--- config.mk ---
export PLATFORM = sky130hd
export DESIGN_NAME = sha256_byte_stream_hasher_core
export DESIGN_NICKNAME = d
export VERILOG_FILES = /design/src/design/shabs_pkg.sv /design/src/design/shabs_wram.sv /design/src/design/shabs_round.sv /design/src/design/sha256_byte_stream_hasher_core.sv
export SDC_FILE = /design/constraint.sdc
export NUM_CORES = 2
export LEC_CHECK = 0
export CORE_MARGIN = 5
export CORE_UTILIZATION = 65
export DETAILED_ROUTE_END_ITERATION = 8
export DONT_BUFFER_PORTS = 1
export PLACE_DENSITY = 0.89
export SLEW_MARGIN = 0
export SYNTH_ARGS = -nofsm -noshare
export SYNTH_HDL_FRONTEND = slang
export SYNTH_SLANG_ARGS = --single-unit
--- constraint.sdc ---
create_clock -name clk -period 12.8 [get_ports clk]
set_input_delay 1.92 -clock clk [delete_from_list [all_inputs] [get_ports clk]]
set_output_delay 1.92 -clock clk [all_outputs]
set_load 0.01 [all_outputs]
--- src/design/shabs_pkg.sv ---
package shabs_pkg;

  localparam int unsigned WIN_DEPTH = 16;
  localparam int unsigned WIN_AW    = 4;

  localparam logic [6:0] PAD_LEN_POS = 7'd56;
  localparam logic [6:0] BLOCK_BYTES = 7'd64;
  localparam logic [7:0] PAD_MARK    = 8'h80;

  localparam logic [WIN_AW-1:0] LEN_HI_ADDR = 4'd14;
  localparam logic [WIN_AW-1:0] LEN_LO_ADDR = 4'd15;

  typedef logic [7:0][31:0] vars_t;

  typedef struct packed {
    logic              we;
    logic [WIN_AW-1:0] addr;
    logic [3:0]        be;
    logic [31:0]       data;
  } wr_t;

  localparam vars_t INIT_H = {
    32'h5be0cd19, 32'h1f83d9ab, 32'h9b05688c, 32'h510e527f,
    32'ha54ff53a, 32'h3c6ef372, 32'hbb67ae85, 32'h6a09e667
  };

  function automatic logic [31:0] big_sig0(input logic [31:0] x);
    return {x[1:0], x[31:2]} ^ {x[12:0], x[31:13]} ^ {x[21:0], x[31:22]};
  endfunction

  function automatic logic [31:0] big_sig1(input logic [31:0] x);
    return {x[5:0], x[31:6]} ^ {x[10:0], x[31:11]} ^ {x[24:0], x[31:25]};
  endfunction

  function automatic logic [31:0] sml_sig0(input logic [31:0] x);
    return {x[6:0], x[31:7]} ^ {x[17:0], x[31:18]} ^ (x >> 3);
  endfunction

  function automatic logic [31:0] sml_sig1(input logic [31:0] x);
    return {x[16:0], x[31:17]} ^ {x[18:0], x[31:19]} ^ (x >> 10);
  endfunction

  function automatic logic [31:0] round_k(input logic [5:0] t);
    logic [31:0] k;
    unique case (t)
      6'd0:  k = 32'h428a2f98;  6'd1:  k = 32'h71374491;
      6'd2:  k = 32'hb5c0fbcf;  6'd3:  k = 32'he9b5dba5;
      6'd4:  k = 32'h3956c25b;  6'd5:  k = 32'h59f111f1;
      6'd6:  k = 32'h923f82a4;  6'd7:  k = 32'hab1c5ed5;
      6'd8:  k = 32'hd807aa98;  6'd9:  k = 32'h12835b01;
      6'd10: k = 32'h243185be;  6'd11: k = 32'h550c7dc3;
      6'd12: k = 32'h72be5d74;  6'd13: k = 32'h80deb1fe;
      6'd14: k = 32'h9bdc06a7;  6'd15: k = 32'hc19bf174;
      6'd16: k = 32'he49b69c1;  6'd17: k = 32'hefbe4786;
      6'd18: k = 32'h0fc19dc6;  6'd19: k = 32'h240ca1cc;
      6'd20: k = 32'h2de92c6f;  6'd21: k = 32'h4a7484aa;
      6'd22: k = 32'h5cb0a9dc;  6'd23: k = 32'h76f988da;
      6'd24: k = 32'h983e5152;  6'd25: k = 32'ha831c66d;
      6'd26: k = 32'hb00327c8;  6'd27: k = 32'hbf597fc7;
      6'd28: k = 32'hc6e00bf3;  6'd29: k = 32'hd5a79147;
      6'd30: k = 32'h06ca6351;  6'd31: k = 32'h14292967;
      6'd32: k = 32'h27b70a85;  6'd33: k = 32'h2e1b2138;
      6'd34: k = 32'h4d2c6dfc;  6'd35: k = 32'h53380d13;
      6'd36: k = 32'h650a7354;  6'd37: k = 32'h766a0abb;
      6'd38: k = 32'h81c2c92e;  6'd39: k = 32'h92722c85;
      6'd40: k = 32'ha2bfe8a1;  6'd41: k = 32'ha81a664b;
      6'd42: k = 32'hc24b8b70;  6'd43: k = 32'hc76c51a3;
      6'd44: k = 32'hd192e819;  6'd45: k = 32'hd6990624;
      6'd46: k = 32'hf40e3585;  6'd47: k = 32'h106aa070;
      6'd48: k = 32'h19a4c116;  6'd49: k = 32'h1e376c08;
      6'd50: k = 32'h2748774c;  6'd51: k = 32'h34b0bcb5;
      6'd52: k = 32'h391c0cb3;  6'd53: k = 32'h4ed8aa4a;
      6'd54: k = 32'h5b9cca4f;  6'd55: k = 32'h682e6ff3;
      6'd56: k = 32'h748f82ee;  6'd57: k = 32'h78a5636f;
      6'd58: k = 32'h84c87814;  6'd59: k = 32'h8cc70208;
      6'd60: k = 32'h90befffa;  6'd61: k = 32'ha4506ceb;
      6'd62: k = 32'hbef9a3f7;  6'd63: k = 32'hc67178f2;
    endcase
    return k;
  endfunction

endpackage

--- src/design/shabs_wram.sv ---
module shabs_wram
  import shabs_pkg::*;
(
  input  logic              clk,
  input  wr_t               wr,
  input  logic [WIN_AW-1:0] ra_addr,
  input  logic [WIN_AW-1:0] rb_addr,
  output logic [31:0]       ra_data,
  output logic [31:0]       rb_data
);

  logic [31:0] mem [WIN_DEPTH];

  always_ff @(posedge clk) begin
    if (wr.we) begin
      for (int i = 0; i < 4; i++) begin
        if (wr.be[i]) begin
          mem[wr.addr][8*i +: 8] <= wr.data[8*i +: 8];
        end
      end
    end
  end

  always_ff @(posedge clk) begin
    ra_data <= mem[ra_addr];
    rb_data <= mem[rb_addr];
  end

endmodule

--- src/design/shabs_round.sv ---
module shabs_round
  import shabs_pkg::*;
(
  input  vars_t       vars_i,
  input  logic        sched_en,
  input  logic [31:0] w15,
  input  logic [31:0] w7_or_wt,
  input  logic [31:0] w16,
  input  logic [31:0] w2,
  input  logic [31:0] k,
  output logic [31:0] wt,
  output vars_t       vars_o
);

  logic [31:0] t1;
  logic [31:0] t2;
  logic [31:0] ch;
  logic [31:0] mj;

  assign wt = sched_en ? (w16 + sml_sig0(w15) + w7_or_wt + sml_sig1(w2)) : w7_or_wt;

  assign ch = (vars_i[4] & vars_i[5]) ^ (~vars_i[4] & vars_i[6]);
  assign mj = (vars_i[0] & vars_i[1]) ^ (vars_i[0] & vars_i[2]) ^ (vars_i[1] & vars_i[2]);
  assign t1 = vars_i[7] + big_sig1(vars_i[4]) + ch + k + wt;
  assign t2 = big_sig0(vars_i[0]) + mj;

  always_comb begin
    vars_o[7] = vars_i[6];
    vars_o[6] = vars_i[5];
    vars_o[5] = vars_i[4];
    vars_o[4] = vars_i[3] + t1;
    vars_o[3] = vars_i[2];
    vars_o[2] = vars_i[1];
    vars_o[1] = vars_i[0];
    vars_o[0] = t1 + t2;
  end

endmodule

--- src/design/sha256_byte_stream_hasher_core.sv ---
// Channel  Dir  Ports                        Contents
// in       in   in_tvalid/tready/tdata/tuser tdata: data_byte; tuser: kind
// out      out  out_tvalid/tready/tdata/     tdata: digest_word; tuser: word_index;
//               tuser/tlast                  tlast: last
// An absorb item writes one byte into the window; the 64th byte of a block
// then starts a compression (setup, 64 rounds at one per cycle, chain update).
// A finish item writes one pad byte per cycle, two length words, runs one or
// two compressions, then offers eight digest items, one per cycle with out_tready.
// Synchronous active-low reset loads the initial hash and clears counters.
// in_tready is low during compression, padding and digest output; a digest
// item holds until out_tready takes it.
module sha256_byte_stream_hasher_core
  import shabs_pkg::*;
(
  input  logic        clk,
  input  logic        rst_n,
  input  logic        in_tvalid,
  output logic        in_tready,
  input  logic [7:0]  in_tdata,   // [7:0] data_byte
  input  logic        in_tuser,   // [0] kind
  output logic        out_tvalid,
  input  logic        out_tready,
  output logic [31:0] out_tdata,  // [31:0] digest_word
  output logic [2:0]  out_tuser,  // [2:0] word_index
  output logic        out_tlast
);

  localparam logic [2:0] S_IDLE   = 3'd0;
  localparam logic [2:0] S_PAD    = 3'd1;
  localparam logic [2:0] S_LEN_HI = 3'd2;
  localparam logic [2:0] S_LEN_LO = 3'd3;
  localparam logic [2:0] S_PREP   = 3'd4;
  localparam logic [2:0] S_ROUND  = 3'd5;
  localparam logic [2:0] S_FINAL  = 3'd6;
  localparam logic [2:0] S_OUT    = 3'd7;

  logic [2:0]  state_r, state_nxt;
  logic [5:0]  fill_r, fill_nxt;
  logic [63:0] len_r, len_nxt;
  logic [6:0]  pos_r, pos_nxt;
  logic        fin_r, fin_nxt;
  logic        two_r, two_nxt;
  logic [5:0]  t_r, t_nxt;
  logic [2:0]  oidx_r, oidx_nxt;
  vars_t       vars_r, vars_nxt;
  vars_t       chain_r, chain_nxt;
  logic [31:0] w16_r;
  logic [31:0] wm1_r;
  logic [31:0] wm2_r;

  wr_t               wr;
  logic [WIN_AW-1:0] ra_addr;
  logic [WIN_AW-1:0] rb_addr;
  logic [31:0]       ra_data;
  logic [31:0]       rb_data;
  logic [31:0]       wt;
  vars_t             vars_rnd;
  logic              in_acc;
  logic              out_acc;
  logic [6:0]        pad_lim;

  shabs_wram u_wram (
    .clk     (clk),
    .wr      (wr),
    .ra_addr (ra_addr),
    .rb_addr (rb_addr),
    .ra_data (ra_data),
    .rb_data (rb_data)
  );

  shabs_round u_round (
    .vars_i   (vars_r),
    .sched_en (t_r[5] | t_r[4]),
    .w15      (ra_data),
    .w7_or_wt (rb_data),
    .w16      (w16_r),
    .w2       (wm2_r),
    .k        (round_k(t_r)),
    .wt       (wt),
    .vars_o   (vars_rnd)
  );

  assign in_tready  = (state_r == S_IDLE);
  assign in_acc     = in_tvalid & in_tready;
  assign out_tvalid = (state_r == S_OUT);
  assign out_acc    = out_tvalid & out_tready;
  assign out_tdata  = chain_r[oidx_r];
  assign out_tuser  = oidx_r;
  assign out_tlast  = (oidx_r == 3'd7);
  assign pad_lim    = two_r ? BLOCK_BYTES : PAD_LEN_POS;

  always_comb begin
    state_nxt = state_r;
    fill_nxt  = fill_r;
    len_nxt   = len_r;
    pos_nxt   = pos_r;
    fin_nxt   = fin_r;
    two_nxt   = two_r;
    t_nxt     = t_r;
    oidx_nxt  = oidx_r;
    vars_nxt  = vars_r;
    chain_nxt = chain_r;
    wr        = '0;
    ra_addr   = t_r[3:0] + 4'd2;
    rb_addr   = (t_r < 6'd15) ? (t_r[3:0] + 4'd1) : (t_r[3:0] + 4'd10);
    unique case (state_r)
      S_IDLE: begin
        if (in_acc) begin
          wr.we   = 1'b1;
          wr.addr = fill_r[5:2];
          wr.be   = 4'b1000 >> fill_r[1:0];
          if (!in_tuser) begin
            wr.data  = {4{in_tdata}};
            len_nxt  = len_r + 64'd8;
            fill_nxt = fill_r + 6'd1;
            if (fill_r == 6'd63) begin
              state_nxt = S_PREP;
            end
          end else begin
            wr.data   = {4{PAD_MARK}};
            pos_nxt   = {1'b0, fill_r} + 7'd1;
            fin_nxt   = 1'b1;
            two_nxt   = (fill_r[5:3] == 3'b111);
            state_nxt = S_PAD;
          end
        end
      end
      S_PAD: begin
        if (pos_r == pad_lim) begin
          state_nxt = two_r ? S_PREP : S_LEN_HI;
        end else begin
          wr.we   = 1'b1;
          wr.addr = pos_r[5:2];
          wr.be   = 4'b1000 >> pos_r[1:0];
          wr.data = '0;
          pos_nxt = pos_r + 7'd1;
        end
      end
      S_LEN_HI: begin
        wr.we     = 1'b1;
        wr.addr   = LEN_HI_ADDR;
        wr.be     = 4'b1111;
        wr.data   = len_r[63:32];
        state_nxt = S_LEN_LO;
      end
      S_LEN_LO: begin
        wr.we     = 1'b1;
        wr.addr   = LEN_LO_ADDR;
        wr.be     = 4'b1111;
        wr.data   = len_r[31:0];
        state_nxt = S_PREP;
      end
      S_PREP: begin
        ra_addr   = 4'd1;
        rb_addr   = 4'd0;
        vars_nxt  = chain_r;
        t_nxt     = '0;
        state_nxt = S_ROUND;
      end
      S_ROUND: begin
        wr.we    = t_r[5] | t_r[4];
        wr.addr  = t_r[3:0];
        wr.be    = 4'b1111;
        wr.data  = wt;
        vars_nxt = vars_rnd;
        t_nxt    = t_r + 6'd1;
        if (t_r == 6'd63) begin
          state_nxt = S_FINAL;
        end
      end
      S_FINAL: begin
        for (int j = 0; j < 8; j++) begin
          chain_nxt[j] = chain_r[j] + vars_r[j];
        end
        if (!fin_r) begin
          state_nxt = S_IDLE;
        end else if (two_r) begin
          two_nxt   = 1'b0;
          pos_nxt   = '0;
          state_nxt = S_PAD;
        end else begin
          oidx_nxt  = '0;
          state_nxt = S_OUT;
        end
      end
      S_OUT: begin
        if (out_acc) begin
          oidx_nxt = oidx_r + 3'd1;
          if (oidx_r == 3'd7) begin
            chain_nxt = INIT_H;
            fill_nxt  = '0;
            len_nxt   = '0;
            fin_nxt   = 1'b0;
            state_nxt = S_IDLE;
          end
        end
      end
    endcase
  end

  always_ff @(posedge clk) begin
    if (!rst_n) begin
      state_r <= S_IDLE;
      fill_r  <= '0;
      len_r   <= '0;
      pos_r   <= '0;
      fin_r   <= 1'b0;
      two_r   <= 1'b0;
      t_r     <= '0;
      oidx_r  <= '0;
      chain_r <= INIT_H;
    end else begin
      state_r <= state_nxt;
      fill_r  <= fill_nxt;
      len_r   <= len_nxt;
      pos_r   <= pos_nxt;
      fin_r   <= fin_nxt;
      two_r   <= two_nxt;
      t_r     <= t_nxt;
      oidx_r  <= oidx_nxt;
      chain_r <= chain_nxt;
    end
  end

  always_ff @(posedge clk) begin
    vars_r <= vars_nxt;
    if (state_r == S_ROUND) begin
      w16_r <= ra_data;
      wm1_r <= wt;
      wm2_r <= wm1_r;
    end
  end

endmodule

After elaboration in Yosys (flattened, before gate mapping)
Memories as Yosys holds them, arrays and structs flattened. A register that Yosys moved wholly into a read port is not among the register bits.
Index checks and enable logic that the tools add are counted.
{"block": "totals", "rom_bits": 2048, "latchBits": 0, "output_inout_bits": 38, "register_bits": 699, "n_memories": 2, "inputBits": 13, "ram_bits": 512, "word_cells": 187}
{"block": "op_classes", "n_lt_le_gt_ge": 2, "bitwise": 20, "n_mul": 0, "shift": 2, "eq_ne": 24, "reduce_logical": 13, "muxes": 70, "n_div": 0, "addsub": 27}
{"name": "(name not given)", "depth": 64, "width": 32, "read_ports": 1, "rd_clocked_by_memory_dff": 1, "write_ports": 0, "line_no": "shabs_pkg.sv:45", "text": "unique case (t)"}
{"name": "u_wram.mem", "depth": 16, "width": 32, "read_ports": 2, "rd_clocked_by_memory_dff": 2, "write_ports": 1, "line_no": "shabs_wram.sv:12", "text": "logic [31:0] mem [WIN_DEPTH];"}
{"cell": "$pmux 256 s2", "count": 2}
{"cell": "$add 32x32->32", "count": 18}
{"cell": "$mux 256", "count": 2}
{"cell": "$xor 32x32->32", "count": 9}
{"cell": "$mux 64", "count": 4}
{"cell": "$pmux 41 s5", "count": 1}
{"cell": "$and 32x32->32", "count": 5}
{"cell": "$pmux 64 s2", "count": 1}
{"cell": "$bmux 32 s3", "count": 1}
{"cell": "$mux 32", "count": 3}
{"cell": "$mux 41", "count": 2}
{"cell": "$add 64x4->64 const B", "count": 1}
{"cell": "$mux 7", "count": 6}
{"cell": "$mux 3", "count": 13}
{"cell": "$mux 6", "count": 6}
{"cell": "$not 32->32", "count": 1}
{"cell": "$xor 32x22->32", "count": 1}
{"cell": "$xor 32x29->32", "count": 1}
{"cell": "$pmux 3 s8", "count": 1}
{"cell": "$pmux 6 s2", "count": 2}
{"cell": "$pmux 7 s3", "count": 1}
{"cell": "$mux 1", "count": 19}
{"cell": "$eq 3x3->1 const B", "count": 6}
{"cell": "$ne 2x2->1 const B", "count": 7}
{"cell": "other kinds (28)", "count": 45}

Depth between registers and ports, before layout
{"block": "logic_depth", "depth_word": 10, "depth_mapped": 46, "mapped_depth_nobuf": 46}

Hierarchy
From an unflattened synthesis, not the netlist that was laid out.
{"block": "unflattened", "cells_unflattened": 8103, "hier_area_um2": 84205.8}
{"module": "sha256_byte_stream_hasher_core", "area_each_um2": 44436.4, "instances": 1, "cells_each": 5065, "seq_area_each_um2": 18097.4}
{"module": "shabs_wram", "area_each_um2": 24448.4, "instances": 1, "cells_each": 1212, "seq_area_each_um2": 16656.0}
{"module": "shabs_round", "area_each_um2": 15320.9, "instances": 1, "cells_each": 1826, "seq_area_each_um2": 0.0}

Worst setup path before layout
No wires, ideal clock.
{"block": "synth_timing", "path_type": "register -> register", "start": "register state_r[1]", "end": "register w16_r[0], enable pin", "path_slack_ns": 3.162, "arrival_time_ns": 8.816, "period_less_slack_ns": 9.638, "n_path_buf": 3, "stages_incl_launch_ff": 8, "setup_ns": 0.822, "required_time_ns": 11.978, "path_cell_list": "dfxtp_1 clkbuf_1 nand2b_1 clkinv_1 nand2_1 clkinv_1 clkbuf_1 clkbuf_1"}
{"block": "synth_via", "elab_chain_len": 1}
{"element": "from (decl)", "line_no": "sha256_byte_stream_hasher_core.sv:37", "text": "logic [2:0] state_r, state_nxt;"}
{"element": "from (signal assigned)", "line_no": "sha256_byte_stream_hasher_core.sv:213", "text": "state_r <= state_nxt;"}
{"element": "$eq 3x3->1", "line_no": "sha256_byte_stream_hasher_core.sv:227", "text": "if (state_r == S_ROUND) begin"}
{"element": "to (signal assigned)", "line_no": "sha256_byte_stream_hasher_core.sv:228", "text": "w16_r <= ra_data;"}
{"element": "to (decl)", "line_no": "sha256_byte_stream_hasher_core.sv:47", "text": "logic [31:0] w16_r;"}
No other way between the ends.
A chain may end at the register's enable or synchronous reset.

==> metrics.txt <==
Critical Path Max Stage Delay 0.60 ns; Arr. time, crit path 11.43 ns; syn_area_per_cell 9.44 µm²; top-count cell post-synth nand2_1; drt via density 6.99; DP Cell Count 10200; setup bufs post-CTS 0; Post-Synth Adder-Cell Area 10.7%; Port Buf Inserts 0; biggest area consumer among synthesized cells edfxtp_1; Hold Crit Class flop to flop; dpl cell area 85500 µm²; Final Max Tran Viols 0; Detail Route Antenna Nets 0; Synth Area in Compound Gates 17.8%; crit-path max FO 5; failing checks DRC; Clock H-tree levels 4; post-DP HPWL 205 mm; post-synthesis sequential area ratio 41.3%; Synth cell types 84; largest net degree at the start of global routing 207; R2R Setup Slk 1.86 ns; Fmax 91.4 MHz; final setup TNS 0 ns; Synth async-reset ratio 0%; Clock Skews 0.0567 ns; Critical Path RT 13.29 ns; IO Pins 51; Mapped Nets 9528; Crit Path Class flop to flop; clock root buffer clkbuf_16; CTS clk-pin slew, worst paths 0.07 ns; largest cells by area after synthesis edfxtp_1 (31%), dfxtp_1 (10%), nand2_1 (6.7%), ha_1 (5.9%), fa_1 (4.6%); cells after synthesis 8922; Critical Path End Type flop; status complete, but fails checks; CTS tree built; fin area 90200 µm²; post-synthesis simple-gate area fraction 14.0%; first-pass GRT wire length 432 mm; YS warnings 0; total grt overflow 0; clock sinks 1304; synth cell count leaders nand2_1 (1499), edfxtp_1 (864), nor2_1 (602), a21oi_1 (559), clkbuf_1 (482); Slowest-stage cell, CP a21oi_1; Multi-input gate area 46000 µm²; Reg area 34800 µm²; starting density of the core 65.2%; Synth Cell Area 84200 µm²; Seq cells post-synth 1304; Layout Nets 9245; xor/xnor share of the synthesized area 6.53%; Finished Layout Cells 10500; Yosys top cell area share 30.8%; min Tclk post-route 10.94 ns; element type at the critical path start flop; post-route clock period utilization 85.4%; FP Rows 132; worst slew pin tran 1.34 ns; Fillers 9220; Main synth FF type edfxtp_1; via count 73500; Post-synth EDFFs 864; 1st-pass router iterations 9; Final Wtd Congestion 1.05; Rel. slew slack 10.5%; vias in the first global route 69100; Die Y 370 µm; residual DRC count 3; routed len/inst 27.8 µm; routed wire length 292 mm; DIE WIDTH 370 µm; clk_lat worst skew 0.83 ns; Iter 0 DRT Violations 12800; Hold Buf Count CTS 0; Resized cells post-CTS 0; Tot GR Track Use 41.6%; CTS Buf Count 141; maximum root-to-sink buffer count 3; MaxCap Viol Count 0; post-synthesis mux area share 5.36%; final hold vios 0; largest family of logic cells by synthesized area compound AO/OA/AOI/OAI gates; final setup fails 0; antenna violations before repair 17; Die Footprint 137000 µm²; layout cells sized above 1 6.30%; area delta synth->final 7.12%; core area 129000 µm²; unrepaired setup endpoints after global routing false
state kept, by name, summed over array words and instances (netlist names):
signal,count
fin_r,1
out_tuser,3
len_r,61
w16_r,32
state_r,3
u_round.k,32
fill_r,6
wm1_r,32
u_wram.rb_data,32
u_wram.ra_data,32
chain_r,256
t_r,6
two_r,1
pos_r,7
wm2_r,32
u_wram.mem,512
vars_r,256
logic make-up (layout without fill, tap and decap cells):
kind of cell    count (synthesis)  in the layout
compound gates               2296           2296
xor+xnor                      628            628
fa+ha+maj                     611            611
buf+inv                       976            814
flops                        1304           1304
mux                           361            361
other cells                     0              6
simple gates                 2746           2746
placed cells by master, fill, tap and decap left out, types with 34 or more instances in the layout:
cell type and count:
mux2_2 77, o211ai_1 39, o22ai_1 97, nor2_1 591
a32o_1 34, clkbuf_16 145, nor2b_1 44, o221ai_1 76
xnor2_1 396, inv_1 424, nor3_1 98, clkbuf_1 39
o21a_1 60, nand2_1 1491, a31oi_1 112, dfxtp_1 434
and3_1 47, edfxtp_1 864, fa_1 193, a21oi_1 558
ha_1 399, buf_4 115, xor2_1 232, a21o_1 172
mux2i_1 219, nand4_1 34, or3_1 46, nand3_1 93
a311oi_1 74, mux4_2 64, a211oi_1 221, o21ai_0 476
a22oi_1 75, o21bai_1 46, nand2b_1 69, a221oi_1 50
and2_1 144
through the flow:
stage	worst slack, ns	util, %	hold WS [ns]
2_1_floorplan	3.16	-	0.400
3_3_place_gp	2.03	66.2	0.402
3_5_place_dp	2.11	66.2	0.405
4_1_cts	1.98	69.8	0.409
5_1_grt	1.23	69.8	0.412
6_report	1.86	69.9	0.414
cell type report:
class / instances / share of cell area (%)
diodes: 6 / 0.0166
clock inverters: 61 / 0.770
inverters: 432 / 1.82
repair buffers: 118 / 1.02
clock buffers: 203 / 4.47
flip-flops and latches: 1304 / 38.5
multi-input cells: 6642 / 50.9
well taps: 1742 / 2.42
final timing paths:
path	from	end	cells past startpoint
worst max register to register	wm2_r[20]	vars_r[31]	38
worst min register to register	wm1_r[13]	wm2_r[13]	0
worst max-delay path	wm2_r[20]	vars_r[31]	38
worst min-delay path	wm1_r[13]	wm2_r[13]	0
critical path: cells and delay by family, from the launching register on:
kind / cells / cell delay [ns]
simple gates: 7 / 0.79
compound gates: 15 / 3.93
xor+xnor: 6 / 1.36
fa+ha+maj: 9 / 4.00
flops: 1 / 0.47
buf+inv: 1 / 0.06
metal layers:
layer  vias up  share of wire [%]  GRT usage, %
li1      31400                  -             -
met1     34600                 35          55.2
met2      6192                 43          61.9
met3      1231                 15          12.5
met4        14                6.8          22.1
met5         -              0.031             0
Power is left out: the tool's default activity adds up to more than one toggle a clock period on the data nets, which glitch-free logic cannot reach.
